## config.mk

```make
export PLATFORM = sky130hd
export DESIGN_NAME = modbus_register_frame_decoder_unit
export DESIGN_NICKNAME = d
export VERILOG_FILES = /design/src/design/mrfd_pkg.sv /design/src/design/modbus_register_frame_decoder_unit.sv /design/src/design/mrfd_ram.sv /design/src/design/mrfd_div.sv
export SDC_FILE = /design/constraint.sdc
export NUM_CORES = 1
export LEC_CHECK = 0
export ABC_AREA = 1
export BUFFER_PORTS_ARGS = -buffer_cell sky130_fd_sc_hd__buf_4
export CAP_MARGIN = 20
export CORE_MARGIN = 2
export CORE_UTILIZATION = 40
export DETAILED_ROUTE_END_ITERATION = 10
export GPL_TIMING_DRIVEN = 0
export SYNTH_ARGS = -nofsm -noshare
export SYNTH_HDL_FRONTEND = slang
export SYNTH_SLANG_ARGS = --single-unit
```

## constraint.sdc

```tcl
create_clock -name clock -period 6.2 [get_ports clock]
set_input_delay 1.24 -clock clock [delete_from_list [all_inputs] [get_ports clock]]
set_output_delay 1.24 -clock clock [all_outputs]
set_load 0.02 [all_outputs]
```

## src/design/mrfd_pkg.sv

```systemverilog
// package for the register frame decoder: payload types, constants, crc table
// no dependencies
package mrfd_pkg;

   localparam int RegCount = 12;
   localparam int FrameBytes = 2 * RegCount + 5;
   localparam int IdxW = 4;
   localparam logic [15:0] ValueOffset = 16'd10000;
   localparam logic [IdxW-1:0] SteamWord = 4'd10;
   localparam logic [IdxW-1:0] WaterWord = 4'd11;

   localparam logic [1:0] CSR_STEAM_DIV = 2'd0;
   localparam logic [1:0] CSR_WATER_DIV = 2'd1;
   localparam logic [1:0] CSR_DEV_TYPE = 2'd2;
   localparam logic [1:0] CSR_NO_DATA = 2'd3;

   typedef struct packed {
      logic [7:0] rx_byte;
      logic       frame_last;
   } req_type;

   typedef struct packed {
      logic [3:0]  reg_index;
      logic [15:0] reg_value;
      logic        data_valid;
      logic        run_last;
   } rsp_type;

   typedef enum logic [2:0] {
      ST_RECV,
      ST_READ,
      ST_DIV,
      ST_OUT
   } state_type;

   // start and operand interface of the divider
   typedef struct packed {
      logic        start;
      logic [16:0] dividend;
      logic [14:0] divisor;
   } div_req_type;

   function automatic logic [15:0] crc_table(input logic [7:0] idx);
      logic [15:0] c;
      c = {8'd0, idx};
      for (int k = 0; k < 8; k++) begin
         c = c[0] ? ((c >> 1) ^ 16'hA001) : (c >> 1);
      end
      return c;
   endfunction

   function automatic logic [15:0] crc_feed(input logic [15:0] crc, input logic [7:0] b);
      logic [15:0] t;
      t = crc_table(crc[7:0] ^ b);
      return {8'd0, crc[15:8]} ^ t;
   endfunction

endpackage

```

## src/design/modbus_register_frame_decoder_unit.sv

```systemverilog
// register frame decoder: crc and length check, word store, converted results
// depends on mrfd_pkg, mrfd_ram, mrfd_div
//
// usage: response bytes enter on req_ one per transfer, frame_last on the final
// byte. a byte that is not last is accepted while req_ready is high and gives
// no result. the crc over all but the last two bytes and the byte count are
// kept in registers; data words are written into a 12 entry ram.
// on the last byte the unit emits 12 results on rsp_, reg_index 0 to 11,
// run_last on index 11. each word is read from the ram, words 10 and 11 may
// pass the serial divider, and the result waits in the output register.
// req_ready stays low until the last result has entered the output register;
// any receiver stall extends that.
// a stall on rsp_ready holds the current result; nothing is dropped.
// reset clears the frame state and loads the csr defaults; ram contents are
// undefined until a frame writes them.
module modbus_register_frame_decoder_unit import mrfd_pkg::*; (
   input  logic        clock,
   input  logic        reset,
   input  logic        req_valid,
   output logic        req_ready,
   input  req_type     req_data,
   output logic        rsp_valid,
   input  logic        rsp_ready,
   output rsp_type     rsp_data,
   input  logic        csr_wr_en,
   input  logic [1:0]  csr_index,
   input  logic [15:0] csr_wr_data
);
   state_type   state_ff, state_in;
   logic [15:0] crc_ff, crc_in;
   logic [7:0]  cnt_ff, cnt_in;
   logic [15:0] tail_ff, tail_in;
   logic [7:0]  hold_ff, hold_in;
   logic        ok_ff, ok_in;
   logic [3:0]  idx_ff, idx_in;
   logic [14:0] steam_ff, water_ff;
   logic [7:0]  dtype_ff;
   logic [15:0] nodata_ff;
   logic        ov_ff, ov_in;
   rsp_type     out_ff, out_in;

   logic        take;
   logic        wr_en;
   logic [3:0]  wr_addr, rd_addr;
   logic [15:0] rd_data;
   logic [16:0] diff;
   logic        need_div;
   div_req_type dreq;
   logic        dbusy;
   logic [15:0] dquo;
   logic [7:0]  off;
   logic        frame_ok;

   mrfd_ram #(.Width(16), .Depth(RegCount)) u_ram (
      .clock  (clock),
      .wr_en  (wr_en),
      .wr_addr(wr_addr),
      .wr_data({hold_ff, req_data.rx_byte}),
      .rd_addr(rd_addr),
      .rd_data(rd_data)
   );

   mrfd_div u_div (
      .clock   (clock),
      .reset   (reset),
      .dreq    (dreq),
      .busy    (dbusy),
      .quotient(dquo)
   );

   assign req_ready = (state_ff == ST_RECV);
   assign take = req_valid && req_ready;
   assign off = cnt_ff - 8'd3;
   assign rd_addr = idx_ff;
   assign diff = {1'b0, rd_data} - {1'b0, ValueOffset};
   assign need_div = ((idx_ff == SteamWord) && (dtype_ff == 8'd1)) || (idx_ff == WaterWord);

   // byte path
   always_comb begin
      crc_in = crc_ff;
      tail_in = tail_ff;
      hold_in = hold_ff;
      cnt_in = cnt_ff;
      wr_en = 1'b0;
      wr_addr = off[4:1];
      frame_ok = 1'b0;
      if (take) begin
         if (cnt_ff >= 8'd2) begin
            crc_in = crc_feed(crc_ff, tail_ff[15:8]);
         end
         tail_in = {tail_ff[7:0], req_data.rx_byte};
         if (cnt_ff >= 8'd3) begin
            if (!off[0]) begin
               hold_in = req_data.rx_byte;
            end else if (off[7:1] < 7'(RegCount)) begin
               wr_en = 1'b1;
            end
         end
         if (cnt_ff != 8'd255) begin
            cnt_in = cnt_ff + 8'd1;
         end
         frame_ok = (cnt_in == 8'(FrameBytes)) && (tail_in == {crc_in[7:0], crc_in[15:8]});
      end
   end

   // next state
   always_comb begin
      state_in = state_ff;
      unique case (state_ff)
         ST_RECV: if (take && req_data.frame_last) state_in = ST_READ;
         ST_READ: if (!ov_ff) state_in = (ok_ff && need_div) ? ST_DIV : ST_OUT;
         ST_DIV: if (!dbusy) state_in = ST_OUT;
         ST_OUT: state_in = (idx_ff == 4'(RegCount - 1)) ? ST_RECV : ST_READ;
         default: state_in = ST_RECV;
      endcase
   end

   // outputs and datapath control
   always_comb begin
      idx_in = idx_ff;
      ok_in = ok_ff;
      ov_in = ov_ff && !rsp_ready;
      out_in = out_ff;
      dreq.start = 1'b0;
      dreq.dividend = diff;
      dreq.divisor = (idx_ff == SteamWord) ? steam_ff : water_ff;
      unique case (state_ff)
         ST_RECV: begin
            idx_in = 4'd0;
            if (take) ok_in = frame_ok;
         end
         ST_READ: begin
            if (!ov_ff && ok_ff && need_div) dreq.start = 1'b1;
         end
         ST_DIV: ;
         ST_OUT: begin
            out_in.reg_index = idx_ff;
            out_in.data_valid = ok_ff;
            out_in.run_last = (idx_ff == 4'(RegCount - 1));
            if (!ok_ff) out_in.reg_value = nodata_ff;
            else if (need_div) out_in.reg_value = dquo;
            else out_in.reg_value = diff[15:0];
            ov_in = 1'b1;
            idx_in = idx_ff + 4'd1;
         end
         default: ;
      endcase
   end

   always_ff @(posedge clock) begin
      if (reset) begin
         state_ff <= ST_RECV;
         crc_ff <= 16'hFFFF;
         cnt_ff <= 8'd0;
         tail_ff <= 16'd0;
         hold_ff <= 8'd0;
         ov_ff <= 1'b0;
         idx_ff <= 4'd0;
         ok_ff <= 1'b0;
         steam_ff <= 15'd1;
         water_ff <= 15'd1;
         dtype_ff <= 8'd1;
         nodata_ff <= 16'h8000;
      end else begin
         state_ff <= state_in;
         ov_ff <= ov_in;
         idx_ff <= idx_in;
         ok_ff <= ok_in;
         if (take && req_data.frame_last) begin
            crc_ff <= 16'hFFFF;
            cnt_ff <= 8'd0;
            tail_ff <= 16'd0;
            hold_ff <= 8'd0;
         end else begin
            crc_ff <= crc_in;
            cnt_ff <= cnt_in;
            tail_ff <= tail_in;
            hold_ff <= hold_in;
         end
         if (csr_wr_en) begin
            unique case (csr_index)
               CSR_STEAM_DIV: steam_ff <= csr_wr_data[14:0];
               CSR_WATER_DIV: water_ff <= csr_wr_data[14:0];
               CSR_DEV_TYPE: dtype_ff <= csr_wr_data[7:0];
               CSR_NO_DATA: nodata_ff <= csr_wr_data;
               default: ;
            endcase
         end
      end
      out_ff <= out_in;
   end

   assign rsp_valid = ov_ff;
   assign rsp_data = out_ff;

   a_no_input_while_emitting: assert property (@(posedge clock) disable iff (reset)
      (state_ff != ST_RECV) |-> !req_ready)
      else $error("input accepted during emission");
   a_out_only_on_free_reg: assert property (@(posedge clock) disable iff (reset)
      (state_ff == ST_OUT) |-> !ov_ff)
      else $error("output register overwritten");
   a_div_done_before_out: assert property (@(posedge clock) disable iff (reset)
      (state_ff == ST_DIV && state_in == ST_OUT) |-> !dbusy)
      else $error("divider result used early");
endmodule

```

## src/design/mrfd_ram.sv

```systemverilog
// generic simple dual port ram (one write port, one read port) with registered read
// no dependencies
module mrfd_ram #(
   parameter int Width = 16,
   parameter int Depth = 12
) (
   input  logic                     clock,
   input  logic                     wr_en,
   input  logic [$clog2(Depth)-1:0] wr_addr,
   input  logic [Width-1:0]         wr_data,
   input  logic [$clog2(Depth)-1:0] rd_addr,
   output logic [Width-1:0]         rd_data
);
   logic [Width-1:0] mem_ff [Depth];
   always_ff @(posedge clock) begin
      if (wr_en) begin
         mem_ff[wr_addr] <= wr_data;
      end
      rd_data <= mem_ff[rd_addr];
   end
endmodule

```

## src/design/mrfd_div.sv

```systemverilog
// restoring signed divider, one quotient bit per cycle, truncating toward zero
// depends on mrfd_pkg
module mrfd_div import mrfd_pkg::*; (
   input  logic        clock,
   input  logic        reset,
   input  div_req_type dreq,
   output logic        busy,
   output logic [15:0] quotient
);
   logic [16:0] rem_ff, rem_in;
   logic [16:0] quo_ff, quo_in;
   logic [14:0] dvs_ff, dvs_in;
   logic        neg_ff, neg_in;
   logic [4:0]  cnt_ff, cnt_in;
   logic [17:0] trial;
   logic [16:0] mag;
   logic [16:0] q_signed;

   always_comb begin
      mag = dreq.dividend[16] ? (~dreq.dividend + 17'd1) : dreq.dividend;
      trial = {rem_ff, quo_ff[16]} - {3'd0, dvs_ff};
      rem_in = rem_ff;
      quo_in = quo_ff;
      dvs_in = dvs_ff;
      neg_in = neg_ff;
      cnt_in = cnt_ff;
      if (dreq.start) begin
         rem_in = 17'd0;
         quo_in = mag;
         dvs_in = (dreq.divisor == 15'd0) ? 15'd1 : dreq.divisor;
         neg_in = dreq.dividend[16];
         cnt_in = 5'd17;
      end else if (cnt_ff != 5'd0) begin
         cnt_in = cnt_ff - 5'd1;
         if (!trial[17]) begin
            rem_in = trial[16:0];
            quo_in = {quo_ff[15:0], 1'b1};
         end else begin
            rem_in = {rem_ff[15:0], quo_ff[16]};
            quo_in = {quo_ff[15:0], 1'b0};
         end
      end
      q_signed = neg_ff ? (~quo_ff + 17'd1) : quo_ff;
   end

   always_ff @(posedge clock) begin
      if (reset) begin
         cnt_ff <= 5'd0;
      end else begin
         cnt_ff <= cnt_in;
      end
      rem_ff <= rem_in;
      quo_ff <= quo_in;
      dvs_ff <= dvs_in;
      neg_ff <= neg_in;
   end

   assign busy = dreq.start || (cnt_ff != 5'd0);
   assign quotient = q_signed[15:0];
endmodule

```

==> flow_summary.json <==
{
  "finalNetCount": 2139,
  "overflow": 0,
  "synth_edf_count": 247,
  "setup-violations-final": 0,
  "final-hold-violation-count": 0,
  "yosys_most_used_dff": "edfxtp_1",
  "dr.first_iter.drc_count": 1309,
  "synth_area_um2": 18000,
  "max-cap-violations": 0,
  "start_kind": "flip-flop",
  "clock-root-buffer": "clkbuf_16",
  "grt_usage": 0.209,
  "fin_crit_sh": 0.703,
  "syn_nets": 2030,
  "synth.yosys.seq_area_share": 0.577,
  "async_flop_share": 0,
  "worst-path-buf-inv": 5,
  "drt_first_pass_iters": 6,
  "grt_first_pass_wirelength_mm": 76.3,
  "num_antenna_cells": 0,
  "hpwl_mm": 34.9,
  "fin_setup_tns_ps": 0,
  "synth_cells": 1967,
  "yosys.area_share.simple": 0.165,
  "synth_top_family_by_area": "simple AND/OR/NAND/NOR gates",
  "cp_common_cell": "nand2_1",
  "synthToLayoutAreaGrowth_pct": 15.3,
  "worstPathMaxFanout": 18,
  "synth.avg_cell_area_um2": 9.14,
  "route.detailed.drc": 0,
  "worst-slew-pin-transition_ps": 989,
  "power_density_nw_per_um2": 452,
  "h-tree-depth": 2,
  "vias_per_cell": 5.23,
  "crit_path_end_kind": "flip-flop",
  "wl_per_cell_um": 18.2,
  "synth-adder-area-share": 0.0220,
  "required_ps": 6670,
  "clk_latency_ps": 560,
  "post_cts_buffers": 0,
  "core.rowCount": 77,
  "path_delay_family": "simple AND/OR/NAND/NOR gates",
  "path_class": "flip-flop to flip-flop",
  "gp_congestion": 0.902,
  "irDropWorstVdd_v": 0.000238,
  "nFillCells": 4219,
  "hold_path.class": "flip-flop to flip-flop",
  "grt_pass1_vias": 13800,
  "layout_min_cycle_time_ps": 4360,
  "antenna_found_initial": 0,
  "numCtsBuffers": 43,
  "hold_buffers": 0,
  "clk_path_buf_depth": 3,
  "clk_pin_slew_ps": 60,
  "synth-compound-area-share": 0.143,
  "die_area_um2": 46700,
  "rsz0062_at_grt": "false",
  "synth_seq_cells": 395,
  "io_buffers": 55,
  "drive_above_1_share": 0.0820,
  "ys_types": 46,
  "wl_mm": 49.1,
  "crit_chain": "clkbuf_1 > clkinv_1 > clkbuf_1 > clkbuf_1 > ha_1 > nand3_1 > inv_1 > nand3_1 > nand2_1 > nand3_1 > nand2_1 > nand2_1 > nand2_1 > a21oi_1 > o21ai_0 > a31oi_1",
  "num_vias": 14100,
  "place_area_um2": 19300,
  "cpPeakStageDelay_ps": 590,
  "fp.dieH_um": 216,
  "final_cell_area_um2": 20700,
  "slowest_stage": "nand2_1",
  "ant_nets": 0,
  "core-area_um2": 44300,
  "start_util": 0.406,
  "arrival_ps": 4830,
  "power.leakage_nw": 8.13,
  "io_pins": 56,
  "grt_max_degree": 26,
  "cts_sinks": 395,
  "cts_resized": 0,
  "chipWidth_um": 216,
  "outcome": "complete, no violations",
  "clock.fmax_ghz": 0.229,
  "ys.warnings.count": 0,
  "drv_slew": 0,
  "cts_tree": "built",
  "synthXorXnorAreaFrac": 0.0310,
  "relSlewSlack": 0.337,
  "muxShareOfSynthArea": 0,
  "fin_skew_ps": 20.6
}
==> stage by stage <==
step,setup WS [ps],cells,hold WS (ps),power (mW),util
6_report,1840,2701,433,9.37,0.468
5_1_grt,1410,2701,456,10.0,0.468
4_1_cts,1840,2701,439,9.40,0.468
3_5_place_dp,1860,2623,422,6.80,0.436
3_3_place_gp,1850,2614,420,6.72,0.432
2_1_floorplan,3050,1967,403,5.84,-
==> logic make-up after synthesis <==
kind of cell	Yosys count
simple gates	728
compound gates	461
flops	395
buf+inv	290
xor+xnor	62
fa+ha+maj	31
==> cell usage in the layout (no fill, tap or decap), types with 5 or more instances in the layout <==
cell type | netlist | layout
a211oi_1 | 18 | 18
a21oi_1 | 89 | 89
a31oi_1 | 15 | 15
buf_1 | 5 | 5
buf_4 | 3 | 58
buf_8 | 0 | 7
clkbuf_1 | 73 | 81
clkbuf_16 | 0 | 45
clkinv_1 | 4 | 8
clkinv_2 | 0 | 9
dfxtp_1 | 148 | 148
edfxtp_1 | 247 | 247
ha_1 | 30 | 30
inv_1 | 197 | 197
nand2_1 | 341 | 341
nand3_1 | 88 | 88
nand4_1 | 8 | 8
nor2_1 | 250 | 238
nor2_2 | 2 | 14
nor3_1 | 19 | 19
nor4_1 | 5 | 5
o211ai_1 | 17 | 17
o21ai_0 | 261 | 261
o21ai_1 | 5 | 5
o221ai_1 | 15 | 15
o22ai_1 | 27 | 27
or2_2 | 5 | 5
xnor2_1 | 19 | 19
xor2_1 | 41 | 41
==> path summary, 6_finish.rpt <==
check,startpoint,to,slack (ps),cells after the start
setup / recovery,idx_ff[0],state_ff[0],1840,16
hold / removal,idx_ff[3],rsp_data[21],430,0
setup reg to reg,idx_ff[0],state_ff[0],1840,16
hold reg to reg,idx_ff[3],rsp_data[21],430,0
==> cell type report <==
type,instances,area (um2),area share
plain buffers,88,369,0.0178
flip-flops and latches,395,10400,0.501
clock buffers,56,1200,0.0578
well taps,592,741,0.0357
inverters,202,758,0.0366
clock inverters,22,219,0.0106
multi-input cells,1282,6510,0.314
repair buffers,64,557,0.0269
==> worst register-to-register path: stages, from the launching register on <==
cell and delay [ps]:
dfxtp_1 360, clkbuf_1 340, clkinv_1 300, clkbuf_1 310, clkbuf_1 300, ha_1 270
nand3_1 210, inv_1 110, nand3_1 150, nand2_1 190, nand3_1 330, nand2_1 590
nand2_1 220, nand2_1 70, a21oi_1 230, o21ai_0 120, a31oi_1 180
==> registers in the layout, indices dropped and copies added, names as in the netlist, 5 cells and up, named ones only <==
register / flops
u_ram.rd_data: 16
steam_ff: 15
rsp_data: 22
water_ff: 15
u_div.dvs_ff: 15
dtype_ff: 8
crc_ff: 16
u_div.cnt_ff: 5
u_div.rem_ff: 17
tail_ff: 16
hold_ff: 8
u_ram.mem_ff: 192
u_div.quo_ff: 17
nodata_ff: 16
cnt_ff: 7
==> layer usage <==
metal / part of all wire / wire length (um) / track usage / vias to the layer above
met2: 0.48 / 23300 / 0.352 / 396
met5: 0 / 0 / 0 / -
li1: - / - / - / 6910
met4: 0.030 / 1490 / 0.0744 / 0
met3: 0.058 / 2840 / 0.0365 / 93
met1: 0.44 / 21400 / 0.272 / 6717
==> synth_stat cells (all sizes together), types with 3 or more instances <==
master / instances / area (um2)
o221ai: 15 / 131
inv: 198 / 743
nor4: 5 / 31.3
nor2: 254 / 973
or2: 5 / 31.3
nand3: 88 / 440
edfxtp: 247 / 7420
a211oi: 18 / 135
a21oi: 91 / 463
o21ai: 267 / 1350
a31oi: 15 / 93.8
dfxtp: 148 / 2960
nand4: 8 / 50.1
clkbuf: 73 / 274
o22ai: 27 / 169
clkinv: 4 / 15.0
buf: 15 / 95.1
a22oi: 3 / 22.5
xor2: 43 / 392
o211ai: 17 / 128
xnor2: 19 / 166
nor3: 20 / 105
nand2: 345 / 1310
ha: 30 / 375
==> power by group <==
| group | internal, mW | switching [mW] |
|---|---|---|
| Combinational | 1.12 | 2.20 |
| Clock | 1.53 | 1.05 |
| Sequential | 3.19 | 0.283 |
Power figures use the tool's default switching activity.
